### src/rtl/nht_pkg.sv
`default_nettype none
package nht_pkg;

    // input item, as it arrives on the s_ channel
    typedef struct packed {
        logic       cmd;
        logic [9:0] frame_length;
        logic [7:0] header_first;
        logic [7:0] header_second;
        logic [7:0] node_id;
        logic       link_ready;
    } in_item_t;

    // result item, as it leaves on the m_ channel
    typedef struct packed {
        logic [2:0] event_kind;
        logic [7:0] event_node;
        logic       last_event;
    } out_item_t;

    // command codes
    localparam logic CMD_FRAME = 1'b0;
    localparam logic CMD_TICK  = 1'b1;

    // frame checks
    localparam logic [9:0] FRAME_LEN  = 10'd21;
    localparam logic [7:0] HDR_FIRST  = 8'hFF;
    localparam logic [7:0] HDR_SECOND = 8'hFE;

    // event kinds
    localparam logic [2:0] KIND_ONLINE  = 3'd0;
    localparam logic [2:0] KIND_REFRESH = 3'd1;
    localparam logic [2:0] KIND_UNKNOWN = 3'd2;
    localparam logic [2:0] KIND_HEADER  = 3'd3;
    localparam logic [2:0] KIND_OFFLINE = 3'd4;

    // offline reports per scan are capped
    localparam int         MAX_RESULTS = 16;
    localparam logic [4:0] MAX_REPORTS = 5'd16;

    // register map, indexed by the word address
    localparam logic REG_SCAN_PERIOD     = 1'b0;
    localparam logic REG_OFFLINE_TIMEOUT = 1'b1;

    localparam logic [15:0] SCAN_PERIOD_RESET     = 16'd1000;
    localparam logic [19:0] OFFLINE_TIMEOUT_RESET = 20'd15000;

    // classified work handed from front to back
    typedef enum logic [1:0] {
        Q_HEADER,
        Q_UNKNOWN,
        Q_STAMP,
        Q_TICK
    } q_kind_t;

    typedef struct packed {
        q_kind_t    kind;
        logic [7:0] node;
        logic       ready;
    } q_entry_t;

endpackage
`default_nettype wire

### src/rtl/nht_ram.sv
`default_nettype none
module nht_ram #(
    parameter int WIDTH = 32,
    parameter int DEPTH = 16
) (
    input  wire logic                                   aclk,
    input  wire logic                                   we,
    input  wire logic [(DEPTH > 1 ? $clog2(DEPTH) : 1)-1:0] waddr,
    input  wire logic [WIDTH-1:0]                       wdata,
    input  wire logic [(DEPTH > 1 ? $clog2(DEPTH) : 1)-1:0] raddr,
    output logic      [WIDTH-1:0]                       rdata
);

    logic [WIDTH-1:0] mem [DEPTH];

    // one write port, one registered read port
    always_ff @(posedge aclk) begin
        if (we) begin
            mem[waddr] <= wdata;
        end
        rdata <= mem[raddr];
    end

endmodule
`default_nettype wire

### src/rtl/nht_front.sv
`default_nettype none
module nht_front
    import nht_pkg::*;
#(
    parameter int NODES = 16
) (
    input  wire logic     s_valid,
    output logic          s_ready,
    input  wire in_item_t s_data,
    output logic          push,
    output q_entry_t      push_entry,
    input  wire logic     q_full
);

    localparam logic [7:0] NODES_ID = 8'(NODES);

    logic keep;

    // classify the item; frames of the wrong length are taken and dropped
    always_comb begin
        keep             = 1'b1;
        push_entry.kind  = Q_TICK;
        push_entry.node  = s_data.node_id;
        push_entry.ready = s_data.link_ready;
        if (s_data.cmd == CMD_TICK) begin
            push_entry.kind = Q_TICK;
        end else if (s_data.frame_length != FRAME_LEN) begin
            keep = 1'b0;
        end else if (s_data.header_first != HDR_FIRST ||
                     s_data.header_second != HDR_SECOND) begin
            push_entry.kind = Q_HEADER;
        end else if (s_data.node_id == 8'd0 || s_data.node_id > NODES_ID) begin
            push_entry.kind = Q_UNKNOWN;
        end else begin
            push_entry.kind = Q_STAMP;
        end
    end

    assign s_ready = ~q_full;
    assign push    = s_valid & s_ready & keep;

endmodule
`default_nettype wire

### src/rtl/nht_queue.sv
`default_nettype none
module nht_queue
    import nht_pkg::*;
(
    input  wire logic     aclk,
    input  wire logic     aresetn,
    input  wire logic     push,
    input  wire q_entry_t push_entry,
    output logic          full,
    output logic          q_valid,
    output q_entry_t      q_entry,
    input  wire logic     pop
);

    q_entry_t   slot_reg [2];
    logic       wr_ptr_reg;
    logic       rd_ptr_reg;
    logic [1:0] count_reg;

    assign full    = (count_reg == 2'd2);
    assign q_valid = (count_reg != 2'd0);
    assign q_entry = slot_reg[rd_ptr_reg];

    // two-entry queue between front and back
    always_ff @(posedge aclk) begin
        if (!aresetn) begin
            wr_ptr_reg <= 1'b0;
            rd_ptr_reg <= 1'b0;
            count_reg  <= 2'd0;
        end else begin
            if (push) begin
                slot_reg[wr_ptr_reg] <= push_entry;
                wr_ptr_reg           <= ~wr_ptr_reg;
            end
            if (pop) begin
                rd_ptr_reg <= ~rd_ptr_reg;
            end
            if (push && !pop) begin
                count_reg <= count_reg + 2'd1;
            end else if (pop && !push) begin
                count_reg <= count_reg - 2'd1;
            end
        end
    end

endmodule
`default_nettype wire

### src/rtl/nht_back.sv
`default_nettype none
module nht_back
    import nht_pkg::*;
#(
    parameter int NODES = 16
) (
    input  wire logic        aclk,
    input  wire logic        aresetn,
    input  wire logic        q_valid,
    input  wire q_entry_t    q_entry,
    output logic             pop,
    input  wire logic [15:0] scan_period,
    input  wire logic [19:0] offline_timeout,
    output logic             m_valid,
    input  wire logic        m_ready,
    output out_item_t        m_data
);

    localparam int IDX_W = (NODES > 1) ? $clog2(NODES) : 1;
    localparam int CNT_W = $clog2(NODES + 1);

    typedef enum logic [1:0] {
        ST_IDLE,
        ST_SCAN_CHK,
        ST_SCAN_CMP,
        ST_SCAN_END
    } state_t;

    state_t           state_reg, state_next;
    logic [CNT_W-1:0] idx_reg, idx_next;
    logic [4:0]       cnt_reg, cnt_next;
    logic [31:0]      now_reg, now_next;
    logic [31:0]      last_scan_reg, last_scan_next;
    logic [NODES-1:0] online_reg, online_next;
    logic             hold_valid_reg, hold_valid_next;
    logic [7:0]       hold_node_reg, hold_node_next;
    logic             m_valid_reg, m_valid_next;
    out_item_t        m_data_reg, m_data_next;

    logic             ram_we;
    logic [IDX_W-1:0] stamp_slot;
    logic [IDX_W-1:0] scan_slot;
    logic [31:0]      ram_rdata;
    logic [31:0]      now_inc;
    logic [7:0]       stamp_id;
    logic [7:0]       scan_node;
    logic             out_free;
    logic             hit;

    assign out_free   = ~m_valid_reg | m_ready;
    assign now_inc    = now_reg + 32'd1;
    assign stamp_id   = q_entry.node - 8'd1;
    assign stamp_slot = stamp_id[IDX_W-1:0];
    assign scan_slot  = idx_reg[IDX_W-1:0];
    assign scan_node  = 8'(idx_reg) + 8'd1;
    assign hit        = (now_reg - ram_rdata) > {12'd0, offline_timeout};

    // last-seen stamps
    nht_ram #(
        .WIDTH(32),
        .DEPTH(NODES)
    ) u_seen (
        .aclk  (aclk),
        .we    (ram_we),
        .waddr (stamp_slot),
        .wdata (now_reg),
        .raddr (scan_slot),
        .rdata (ram_rdata)
    );

    // sequencer: frame results, ticks and the per-node scan
    always_comb begin
        state_next      = state_reg;
        idx_next        = idx_reg;
        cnt_next        = cnt_reg;
        now_next        = now_reg;
        last_scan_next  = last_scan_reg;
        online_next     = online_reg;
        hold_valid_next = hold_valid_reg;
        hold_node_next  = hold_node_reg;
        m_valid_next    = m_valid_reg & ~m_ready;
        m_data_next     = m_data_reg;
        pop             = 1'b0;
        ram_we          = 1'b0;
        case (state_reg)
            ST_IDLE: begin
                if (q_valid) begin
                    case (q_entry.kind)
                        Q_HEADER: begin
                            if (out_free) begin
                                pop                     = 1'b1;
                                m_valid_next            = 1'b1;
                                m_data_next.event_kind  = KIND_HEADER;
                                m_data_next.event_node  = 8'd0;
                                m_data_next.last_event  = 1'b1;
                            end
                        end
                        Q_UNKNOWN: begin
                            if (out_free) begin
                                pop                     = 1'b1;
                                m_valid_next            = 1'b1;
                                m_data_next.event_kind  = KIND_UNKNOWN;
                                m_data_next.event_node  = q_entry.node;
                                m_data_next.last_event  = 1'b1;
                            end
                        end
                        Q_STAMP: begin
                            if (out_free) begin
                                pop                     = 1'b1;
                                ram_we                  = 1'b1;
                                online_next[stamp_slot] = 1'b1;
                                m_valid_next            = 1'b1;
                                m_data_next.event_kind  = online_reg[stamp_slot] ?
                                                          KIND_REFRESH : KIND_ONLINE;
                                m_data_next.event_node  = q_entry.node;
                                m_data_next.last_event  = 1'b1;
                            end
                        end
                        Q_TICK: begin
                            pop      = 1'b1;
                            now_next = now_inc;
                            if (q_entry.ready &&
                                (now_inc - last_scan_reg) >= {16'd0, scan_period}) begin
                                last_scan_next = now_inc;
                                idx_next       = '0;
                                cnt_next       = 5'd0;
                                state_next     = ST_SCAN_CHK;
                            end
                        end
                        default: begin
                            pop = 1'b1;
                        end
                    endcase
                end
            end
            ST_SCAN_CHK: begin
                if (idx_reg == CNT_W'(NODES) || cnt_reg == MAX_REPORTS) begin
                    state_next = ST_SCAN_END;
                end else if (online_reg[scan_slot]) begin
                    state_next = ST_SCAN_CMP;
                end else begin
                    idx_next = idx_reg + CNT_W'(1);
                end
            end
            ST_SCAN_CMP: begin
                if (!hit) begin
                    idx_next   = idx_reg + CNT_W'(1);
                    state_next = ST_SCAN_CHK;
                end else if (!hold_valid_reg || out_free) begin
                    // the held report is not the last one: send it on
                    if (hold_valid_reg) begin
                        m_valid_next           = 1'b1;
                        m_data_next.event_kind = KIND_OFFLINE;
                        m_data_next.event_node = hold_node_reg;
                        m_data_next.last_event = 1'b0;
                    end
                    hold_valid_next        = 1'b1;
                    hold_node_next         = scan_node;
                    online_next[scan_slot] = 1'b0;
                    cnt_next               = cnt_reg + 5'd1;
                    idx_next               = idx_reg + CNT_W'(1);
                    state_next             = ST_SCAN_CHK;
                end
            end
            ST_SCAN_END: begin
                if (!hold_valid_reg) begin
                    state_next = ST_IDLE;
                end else if (out_free) begin
                    m_valid_next           = 1'b1;
                    m_data_next.event_kind = KIND_OFFLINE;
                    m_data_next.event_node = hold_node_reg;
                    m_data_next.last_event = 1'b1;
                    hold_valid_next        = 1'b0;
                    state_next             = ST_IDLE;
                end
            end
            default: begin
                state_next = ST_IDLE;
            end
        endcase
    end

    always_ff @(posedge aclk) begin
        if (!aresetn) begin
            state_reg      <= ST_IDLE;
            now_reg        <= 32'd0;
            last_scan_reg  <= 32'd0;
            online_reg     <= '0;
            hold_valid_reg <= 1'b0;
            m_valid_reg    <= 1'b0;
        end else begin
            state_reg      <= state_next;
            now_reg        <= now_next;
            last_scan_reg  <= last_scan_next;
            online_reg     <= online_next;
            hold_valid_reg <= hold_valid_next;
            m_valid_reg    <= m_valid_next;
        end
        idx_reg       <= idx_next;
        cnt_reg       <= cnt_next;
        hold_node_reg <= hold_node_next;
        m_data_reg    <= m_data_next;
    end

    assign m_valid = m_valid_reg;
    assign m_data  = m_data_reg;

`ifndef SYNTHESIS
    // a held offline report exists only while a scan runs
    a_hold_in_scan: assert property (@(posedge aclk) disable iff (!aresetn)
        hold_valid_reg |-> state_reg != ST_IDLE)
        else $error("held report outside a scan");

    // never more offline reports than the cap in one scan
    a_cnt_cap: assert property (@(posedge aclk) disable iff (!aresetn)
        state_reg != ST_IDLE |-> cnt_reg <= MAX_REPORTS)
        else $error("offline report count over cap");

    // the compared node is still online
    a_cmp_online: assert property (@(posedge aclk) disable iff (!aresetn)
        state_reg == ST_SCAN_CMP |-> online_reg[scan_slot])
        else $error("comparing an offline node");

    // a tick advances the clock by exactly one
    a_tick_adv: assert property (@(posedge aclk) disable iff (!aresetn)
        (pop && q_entry.kind == Q_TICK) |=> now_reg == $past(now_reg) + 32'd1)
        else $error("tick did not advance the clock");
`endif

endmodule
`default_nettype wire

### src/rtl/node_heartbeat_tracker.sv
`default_nettype none
// node liveness tracker
// s_ channel: one item per frame summary (cmd 0) or per millisecond tick (cmd 1).
// m_ channel: event items (online, refresh, unknown id, header error, offline);
//   last_event marks the final item caused by one input item.
// frames of the wrong length are taken and give no item.
// the front classifies an item in the cycle it is taken and writes a two-entry
//   queue; the back sequencer reads the queue and fills the output register.
// a taken frame passes the queue, then the output register, before m_valid rises;
//   one item per cycle while no scan runs and m_ready is high.
// a due scan (on a tick) visits the check state for every node, the compare
//   state for an online node (registered last-seen read), then the end state.
// the front keeps taking items while the back scans, until the queue is full.
// when m_ready is low the output register and emitting steps hold; nothing lost.
// reset (aresetn low at a clock edge) clears the clock, the online flags and
//   loads the register defaults; last-seen stamps are written before first use.
// registers: 0x0 scan period in ms, 0x4 offline timeout in ms.
module node_heartbeat_tracker
    import nht_pkg::*;
#(
    parameter int NODES = 16
) (
    input  wire logic        aclk,
    input  wire logic        aresetn,
    input  wire logic        s_valid,
    output logic             s_ready,
    input  wire in_item_t    s_data,
    output logic             m_valid,
    input  wire logic        m_ready,
    output out_item_t        m_data,
    input  wire logic        psel,
    input  wire logic        penable,
    input  wire logic        pwrite,
    input  wire logic [2:0]  paddr,
    input  wire logic [31:0] pwdata,
    output logic [31:0]      prdata,
    output logic             pready
);

    logic [15:0] scan_period_reg;
    logic [19:0] offline_timeout_reg;
    logic        push;
    q_entry_t    push_entry;
    logic        q_full;
    logic        q_valid;
    q_entry_t    q_entry;
    logic        pop;
    logic        cfg_write;

    assign pready    = 1'b1;
    assign cfg_write = psel & penable & pwrite;

    // configuration registers
    always_ff @(posedge aclk) begin
        if (!aresetn) begin
            scan_period_reg     <= SCAN_PERIOD_RESET;
            offline_timeout_reg <= OFFLINE_TIMEOUT_RESET;
        end else if (cfg_write) begin
            case (paddr[2])
                REG_SCAN_PERIOD:     scan_period_reg     <= pwdata[15:0];
                REG_OFFLINE_TIMEOUT: offline_timeout_reg <= pwdata[19:0];
                default: begin
                end
            endcase
        end
    end

    // register read back
    always_comb begin
        case (paddr[2])
            REG_SCAN_PERIOD:     prdata = {16'd0, scan_period_reg};
            REG_OFFLINE_TIMEOUT: prdata = {12'd0, offline_timeout_reg};
            default:             prdata = 32'd0;
        endcase
    end

    nht_front #(
        .NODES(NODES)
    ) u_front (
        .s_valid    (s_valid),
        .s_ready    (s_ready),
        .s_data     (s_data),
        .push       (push),
        .push_entry (push_entry),
        .q_full     (q_full)
    );

    nht_queue u_queue (
        .aclk       (aclk),
        .aresetn    (aresetn),
        .push       (push),
        .push_entry (push_entry),
        .full       (q_full),
        .q_valid    (q_valid),
        .q_entry    (q_entry),
        .pop        (pop)
    );

    nht_back #(
        .NODES(NODES)
    ) u_back (
        .aclk            (aclk),
        .aresetn         (aresetn),
        .q_valid         (q_valid),
        .q_entry         (q_entry),
        .pop             (pop),
        .scan_period     (scan_period_reg),
        .offline_timeout (offline_timeout_reg),
        .m_valid         (m_valid),
        .m_ready         (m_ready),
        .m_data          (m_data)
    );

endmodule
`default_nettype wire
### config.mk
export PLATFORM = sky130hd
export DESIGN_NAME = node_heartbeat_tracker
export DESIGN_NICKNAME = d
export VERILOG_FILES = /design/src/rtl/nht_pkg.sv /design/src/rtl/nht_ram.sv /design/src/rtl/nht_front.sv /design/src/rtl/nht_queue.sv /design/src/rtl/nht_back.sv /design/src/rtl/node_heartbeat_tracker.sv
export SDC_FILE = /design/constraint.sdc
export NUM_CORES = 1
export LEC_CHECK = 0
export BUFFER_PORTS_ARGS = -buffer_cell sky130_fd_sc_hd__buf_2
export CAP_MARGIN = 30
export CORE_MARGIN = 10
export CORE_UTILIZATION = 40
export CTS_CLUSTER_SIZE = 14
export DETAILED_ROUTE_END_ITERATION = 7
export GPL_TIMING_DRIVEN = 1
export SETUP_SLACK_MARGIN = 0.4
export SLEW_MARGIN = 15
export SYNTH_ARGS = -nofsm -noshare
export SYNTH_HDL_FRONTEND = slang
export SYNTH_SLANG_ARGS = --single-unit
### constraint.sdc
create_clock -name aclk -period 9.98 [get_ports aclk]
set_input_delay 1.497 -clock aclk [delete_from_list [all_inputs] [get_ports aclk]]
set_output_delay 1.497 -clock aclk [all_outputs]
set_load 0.1 [all_outputs]
==> flow_summary_export.csv, run 1 <==
group,metric,value,unit
final_layout,syn_to_final_growth,13.69,%
sta,setup_tns,0,ns
final_layout,fillers,7163,
global_route,grt_overflow,0,
global_route,grt_usage,17.95,%
power,pwr-share-seq,37.1,%
placement,dpl.cell_count,3502,
final_layout,diodes,0,
placement,dpl_cell_area,34900,um^2
yosys,yosys_register_bits,719,
power,p_per_area,248.5,nW/um^2
drt,vias,20610,
final_layout,final_common_cell,"edfxtp_1",
floorplan,dieArea,94850,um^2
final_layout,design_area,37710,um^2
yosys,seq_area_frac_synth,60.35,%
sta,setup_violations,0,
final_layout,largest-register,"u_back.u_seen.mem",
floorplan,ioPinCount,125,
worst_setup_path,reg2reg_setup_slack,2.84,ns
drt,drt-total-wl,86430,um
sta,tightest_slew,1.198,ns
final_layout,multi_input_area,12210,um^2
sta,slew_violations,0,
final_layout,ff_latch_area,20020,um^2
sta,max_slew_margin,20.16,%
sta,rsz0062_at_grt,"no",
drt,drt-initial-drc-count,1851,
worst_setup_path,r2r_end,"u_back.last_scan_reg[11]",
clock_network,hold_buffers,0,
yosys,syn_inst,2412,
sta,fin_crit_sh,71.53,%
sta,hold_violations,0,
worst_setup_path,crit_path_end_kind,"flop",
global_route,antenna_found_initial,1,
worst_setup_path,crit_fanout,32,
clock_network,cts_tree,"built",
worst_setup_path,ff2ff_path_depth,21,
power,max-vdd-ir-drop,0.2683,mV
clock_network,path_clk_slew,0.06,ns
power,clkPwrFrac,32.0,%
power,leakage,13.31,nW
worst_setup_path,startpoint_type,"flop",
worst_setup_path,r2r-start,"u_back.now_reg[0]",
power,p_sw,2.926,mW
placement,dp_hpwl,53260,um
drt,avgRoutedWirePerCell,23.66,um
yosys,ys.flop_type,"edfxtp_1",
clock_network,post_cts_resized,0,
yosys,syn_area,33170,um^2
placement,io_buffers,97,
placement,gp_congestion,0.8771,
power,p_int,6.444,mW
global_route,grt_pass1_vias,20470,
outcome,status,"finished clean",
sta,fmax,0.1401,GHz
clock_network,clock_latency,0.63,ns
power,switching_share,31.23,%
drt,ant_nets,0,
clock_network,cts.sinks,719,
clock_network,clock_path_buffers,3,
sta,min_period,7.138,ns
clock_network,post_cts_buffers,0,
drt,drcViolationCount,0,
final_layout,drive_gt1_share,18.47,%
power,power_frac_comb,31.0,%
global_route,grt_pass1_wl,129100,um
clock_network,cts_max_level,3,
yosys,syn_area_per_cell,13.75,um^2
floorplan,dieHeight,308.0,um
clock_network,cts_made_buffers,78,
floorplan,core.rowCount,105,
floorplan,die_w,308.0,um
final_layout,final_cell_mix,"edfxtp_1 (562), nand2_1 (213), mux4_2 (169), dfxtp_1 (157), nor2_1 (143)",
floorplan,initial_core_util,40.40,%
yosys,async_flop_share,0,%
final_layout,largest_register_ffs,512,
clock_network,ctsRootBufferMaster,"clkbuf_16",
drt,drtPass1Iterations,5,
yosys,ys_warn_count,0,
hold_path,hold_start,"scan_period_reg[12]",
final_layout,nets,2719,
yosys,synth-edff-count,562,
worst_setup_path,arrival,7.63,ns
floorplan,core_area,82110,um^2
hold_path,min_to,"scan_period_reg[12]",
sta,skew,0.01877,ns
worst_setup_path,crit_type,"flop to flop",
worst_setup_path,cp_data_required_time,10.47,ns
job,maxCapViolations,0,
hold_path,min_path_type,"flop to flop",
global_route,grt_max_degree,138,
yosys,yosys.cell_types.count,93,
drt,viasPerCell,5.642,
final_layout,final_cells,3653,
hold_path,hold_depth,2,
logic make-up after synthesis:
logic type	Yosys count	synth area share [%]
simple gates	597	8.532
xor+xnor	103	2.720
fa+ha+maj	122	4.647
flops	719	60.35
compound gates	392	7.435
buf+inv	259	3.331
other cells	2	0.02264
mux	218	12.96
power by group through the flow:
stage / logic, mW / clock network, mW / registers [mW]
final: 2.90 / 2.99 / 3.47
after global routing: 3.14 / 3.17 / 3.48
after CTS: 2.87 / 3.05 / 3.47
after detailed placement: 2.86 / 0 / 3.54
after global placement: 2.83 / 0 / 3.53
after floorplan: 2.07 / 0 / 3.59
through the flow:
step	power (mW)	hold WS, ns	utilization [%]	setup WS (ns)
after floorplan	5.654	0.4363	-	3.837
after global placement	6.356	0.4426	42.44	2.691
after detailed placement	6.394	0.4465	42.51	2.662
after CTS	9.393	0.4538	45.78	2.613
after global routing	9.803	0.4773	45.93	2.289
final	9.370	0.4564	45.93	2.842
worst max path at each step:
| stage | end | cells past startpoint | start |
|---|---|---|---|
| after floorplan | u_back.idx_reg[0] | 21 | u_back.now_reg[1] |
| after global placement | u_back.last_scan_reg[24] | 24 | u_back.now_reg[0] |
| after detailed placement | u_back.last_scan_reg[15] | 24 | u_back.now_reg[0] |
| after CTS | u_back.last_scan_reg[17] | 24 | u_back.now_reg[0] |
| after global routing | u_back.last_scan_reg[13] | 24 | u_back.now_reg[0] |
| final | u_back.last_scan_reg[11] | 21 | u_back.now_reg[0] |
worst max-delay path, cell delays in order, from the launching register on:
cell and delay, ns:
dfxtp_1 0.86, ha_1 0.34, nand3_1 0.31, or4_1 0.68, nor3_1 0.44, nand3_1 0.28, nor2_1 0.30, and3_1 0.32
nand3_1 0.12, xnor2_1 0.18, ha_1 0.44, nor2_1 0.10, a221oi_1 0.25, o2111ai_1 0.17, or4_1 0.49, nor4b_1 0.25
nand4_1 0.23, nor4b_2 0.41, a211oi_4 0.12, buf_4 0.35, mux2i_1 0.24, nor2_1 0.05
per-layer routing:
| metal | global-route usage, % | up-vias | part of all wire, % |
|---|---|---|---|
| met4 | 5.770 | 0 | 2.7 |
| li1 | - | 9368 | - |
| met1 | 24.54 | 10460 | 45 |
| met2 | 28.83 | 647 | 47 |
| met5 | 0 | - | 0 |
| met3 | 3.131 | 133 | 6.1 |
cells in the mapped netlist, types with 10 or more instances:
| cell type | n | area [um^2] |
|---|---|---|
| and2_1 | 12 | 75.07 |
| nor2b_1 | 15 | 93.84 |
| o21ai_0 | 90 | 450.4 |
| buf_4 | 16 | 120.1 |
| ha_1 | 120 | 1501 |
| a211oi_1 | 10 | 75.07 |
| nor4_1 | 10 | 62.56 |
| xor2_1 | 49 | 429.2 |
| nand2_1 | 213 | 799.5 |
| a31oi_1 | 25 | 156.4 |
| nor2_1 | 158 | 593.1 |
| nand4_1 | 35 | 219.0 |
| and3_1 | 11 | 68.82 |
| a21oi_1 | 129 | 645.6 |
| mux4_2 | 169 | 3806 |
| nand2b_1 | 12 | 75.07 |
| clkbuf_1 | 88 | 330.3 |
| inv_1 | 127 | 476.7 |
| xnor2_1 | 54 | 473.0 |
| nand3_1 | 44 | 220.2 |
| edfxtp_1 | 562 | 16880 |
| o211ai_1 | 22 | 165.2 |
| o21a_1 | 15 | 112.6 |
| nor3_1 | 26 | 130.1 |
| mux2i_1 | 47 | 470.5 |
| buf_1 | 15 | 56.30 |
| or3_1 | 25 | 156.4 |
| a21o_1 | 16 | 120.1 |
| dfxtp_1 | 157 | 3143 |
area by class of cell:
type | instances | area share [%]
clock inverter | 38 | 1.427
inverter | 129 | 1.287
tap | 1070 | 3.550
timing repair buffer | 146 | 2.568
clock buffer | 106 | 5.693
multi-input combinational | 1445 | 32.39
sequential | 719 | 53.09
Note: power is estimated with default switching activity, not from simulation.
==> inputs of run 2 (changes only) <==
==> constraint.sdc (replaced) <==
create_clock -name aclk -period 6.6 [get_ports aclk]
set_input_delay 0.99 -clock aclk [delete_from_list [all_inputs] [get_ports aclk]]
set_output_delay 0.99 -clock aclk [all_outputs]
set_load 0.1 [all_outputs]
==> flow_summary_export.csv, run 2 (synthesis gave the netlist of run 1 again) <==
group,metric,value,unit
sta,slew_violations,0,
placement,dpl_cell_area,35290,um^2
outcome,status,"finished clean",
floorplan,core.rowCount,105,
worst_setup_path,path_cells,"buf_6 > nand3_2 > or3_4 > nor2_4 > xor2_1 > ha_2 > and2_1 > and4_1 > o21a_1 > nor2_1 > xnor2_1 > ha_1 > a21oi_1 > nor2b_1 > o21ai_0 > o2111ai_1 > or4_1 > nor4b_1 > nand4_1 > nor2_1 > and4b_2 > o21a_1 > a2111oi_2 > buf_2",
final_layout,fillers,7106,
global_route,grt_overflow,0,
power,p_total,14.01,mW
drt,avgRoutedWirePerCell,23.41,um
worst_setup_path,startpoint,"u_back.now_reg[0]",
sta,rsz0062_at_grt,"no",
sta,fmax,0.1711,GHz
final_layout,syn_to_final_growth,14.69,%
placement,gp_congestion,0.8968,
drt,vias,20680,
worst_setup_path,r2r_end,"u_back.idx_reg[2]",
clock_network,cts.sinks,719,
drt,drtPass1Iterations,5,
placement,dp_hpwl,57290,um
worst_setup_path,critical_path.endpoint,"u_back.idx_reg[2]",
worst_setup_path,startpoint_type,"flop",
final_layout,drive_gt1_share,20.56,%
drt,viasPerCell,5.604,
power,max-vdd-ir-drop,0.2408,mV
worst_setup_path,reg2reg_setup_slack,0.75,ns
sta,max_slew_margin,31.35,%
sta,hold_slack,0.4555,ns
floorplan,dieHeight,308.0,um
worst_setup_path,slowest_stage,"or4_1",
worst_setup_path,ff2ff_path_depth,24,
worst_setup_path,cp_top_family,"simple AND/OR/NAND/NOR gates",
final_layout,final_util,46.33,%
power,leakage,13.53,nW
floorplan,core_area,82110,um^2
final_layout,design_area,38040,um^2
worst_setup_path,r2r-start,"u_back.now_reg[0]",
drt,drt-initial-drc-count,1925,
global_route,antenna_found_initial,0,
power,clkPwrFrac,31.2,%
final_layout,largest_register_ffs,512,
power,p_sw,4.398,mW
final_layout,ff_latch_area,20020,um^2
power,power_frac_comb,31.4,%
global_route,grt_pass1_vias,20910,
placement,preCtsSetupSlack,0.3285,ns
final_layout,final_common_cell,"edfxtp_1",
global_route,grt_usage,18.09,%
sta,final.setup.worst_slack,0.7545,ns
worst_setup_path,cp_num_cells,24,
floorplan,initial_core_util,40.40,%
final_layout,diodes,0,
worst_setup_path,cp_num_buf_inv,2,
sta,setup_violations,0,
final_layout,largest-register,"u_back.u_seen.mem",
job,maxCapViolations,0,
worst_setup_path,cpPeakStageDelay,0.48,ns
power,switching_share,31.40,%
global_route,grt_pass1_wl,131000,um
sta,fin_crit_sh,88.57,%
clock_network,clock_path_buffers,3,
clock_network,cts_tree,"built",
power,p_per_area,368.2,nW/um^2
sta,skew,0.02602,ns
clock_network,path_clk_slew,0.06,ns
floorplan,die_w,308.0,um
worst_setup_path,crit_type,"flop to flop",
worst_setup_path,cp_data_required_time,6.99,ns
worst_setup_path,arrival,6.23,ns
drt,drt-total-wl,86410,um
worst_setup_path,crit_fanout,20,
final_layout,final_cell_mix,"edfxtp_1 (562), nand2_1 (213), mux4_2 (169), dfxtp_1 (156), nor2_1 (141)",
clock_network,cts_made_buffers,78,
power,pwr-share-seq,37.4,%
worst_setup_path,crit_path_end_kind,"flop",
sta,min_period,5.846,ns
placement,dpl.cell_count,3545,
clock_network,cts_max_level,3,
global_route,grt_max_degree,107,
sta,hold_violations,0,
drt,ant_nets,0,
final_layout,final_cells,3691,
hold_path,min_path_type,"flop to flop",
final_layout,multi_input_area,12330,um^2
clock_network,ctsRootBufferMaster,"clkbuf_16",
drt,drcViolationCount,0,
placement,io_buffers,97,
power,p_int,9.610,mW
sta,setup_tns,0,ns
floorplan,dieArea,94850,um^2
sta,tightest_slew,1.030,ns
final_layout,nets,2758,
floorplan,ioPinCount,125,
clock_network,clock_latency,0.62,ns
## run 2: cell count changes in the layout (fill, tap and decap cells not counted), sizes merged
cell | before | now
clkbuf | 107 | 104
inv | 132 | 133
buf | 145 | 185
clkinv | 21 | 24
bufinv | 11 | 8
## run 2: power groups by stage
stage	registers, mW	clock network (mW)	logic [mW]
global placement	5.33	0	4.29
CTS	5.24	4.46	4.39
floorplan	5.42	0	3.13
detailed placement	5.33	0	4.37
global route	5.26	4.65	4.78
finish	5.24	4.38	4.40
## run 2: tightest hold or removal path: cells and delay by family, from the launching register on
kind | cells | cell delay [ns]
flip-flops | 1 | 0.31
AND/OR/NAND/NOR | 1 | 0.05
AO/OA/AOI/OAI | 1 | 0.05
## run 2: layer usage
metal	track usage [%]	vias to the layer above	wire length, um
met2	29.85	625	41860
met1	24.36	10500	37630
met5	0	-	0
met3	3.035	104	4819
li1	-	9456	-
met4	5.183	0	2096
## run 2: how the worst min path moves through the flow
| stage | startpoint | end | slack, ns | depth (start not counted) |
|---|---|---|---|---|
| after CTS | scan_period_reg[10] | scan_period_reg[10] | 0.46 | 2 |
| after global placement | scan_period_reg[12] | scan_period_reg[12] | 0.44 | 2 |
| final | scan_period_reg[10] | scan_period_reg[10] | 0.46 | 2 |
| after detailed placement | scan_period_reg[15] | scan_period_reg[15] | 0.45 | 2 |
| after floorplan | offline_timeout_reg[16] | offline_timeout_reg[16] | 0.44 | 2 |
| after global routing | offline_timeout_reg[18] | offline_timeout_reg[18] | 0.48 | 2 |
## run 2: final cells by class
type | count | share of cell area [%]
sequential | 719 | 52.62
clock buffer | 104 | 5.630
clock inverter | 39 | 1.161
tap | 1070 | 3.519
timing repair buffer | 185 | 3.381
inverter | 129 | 1.276
multi-input combinational | 1445 | 32.41
## run 2: what timing repair did
item	CTS	global route
endpoints found under the hold margin	0	0
resized for setup	4	23
hold buffers	0	0
pin swaps	0	4
endpoints found under the setup margin	35	44
buffers inserted	0	0
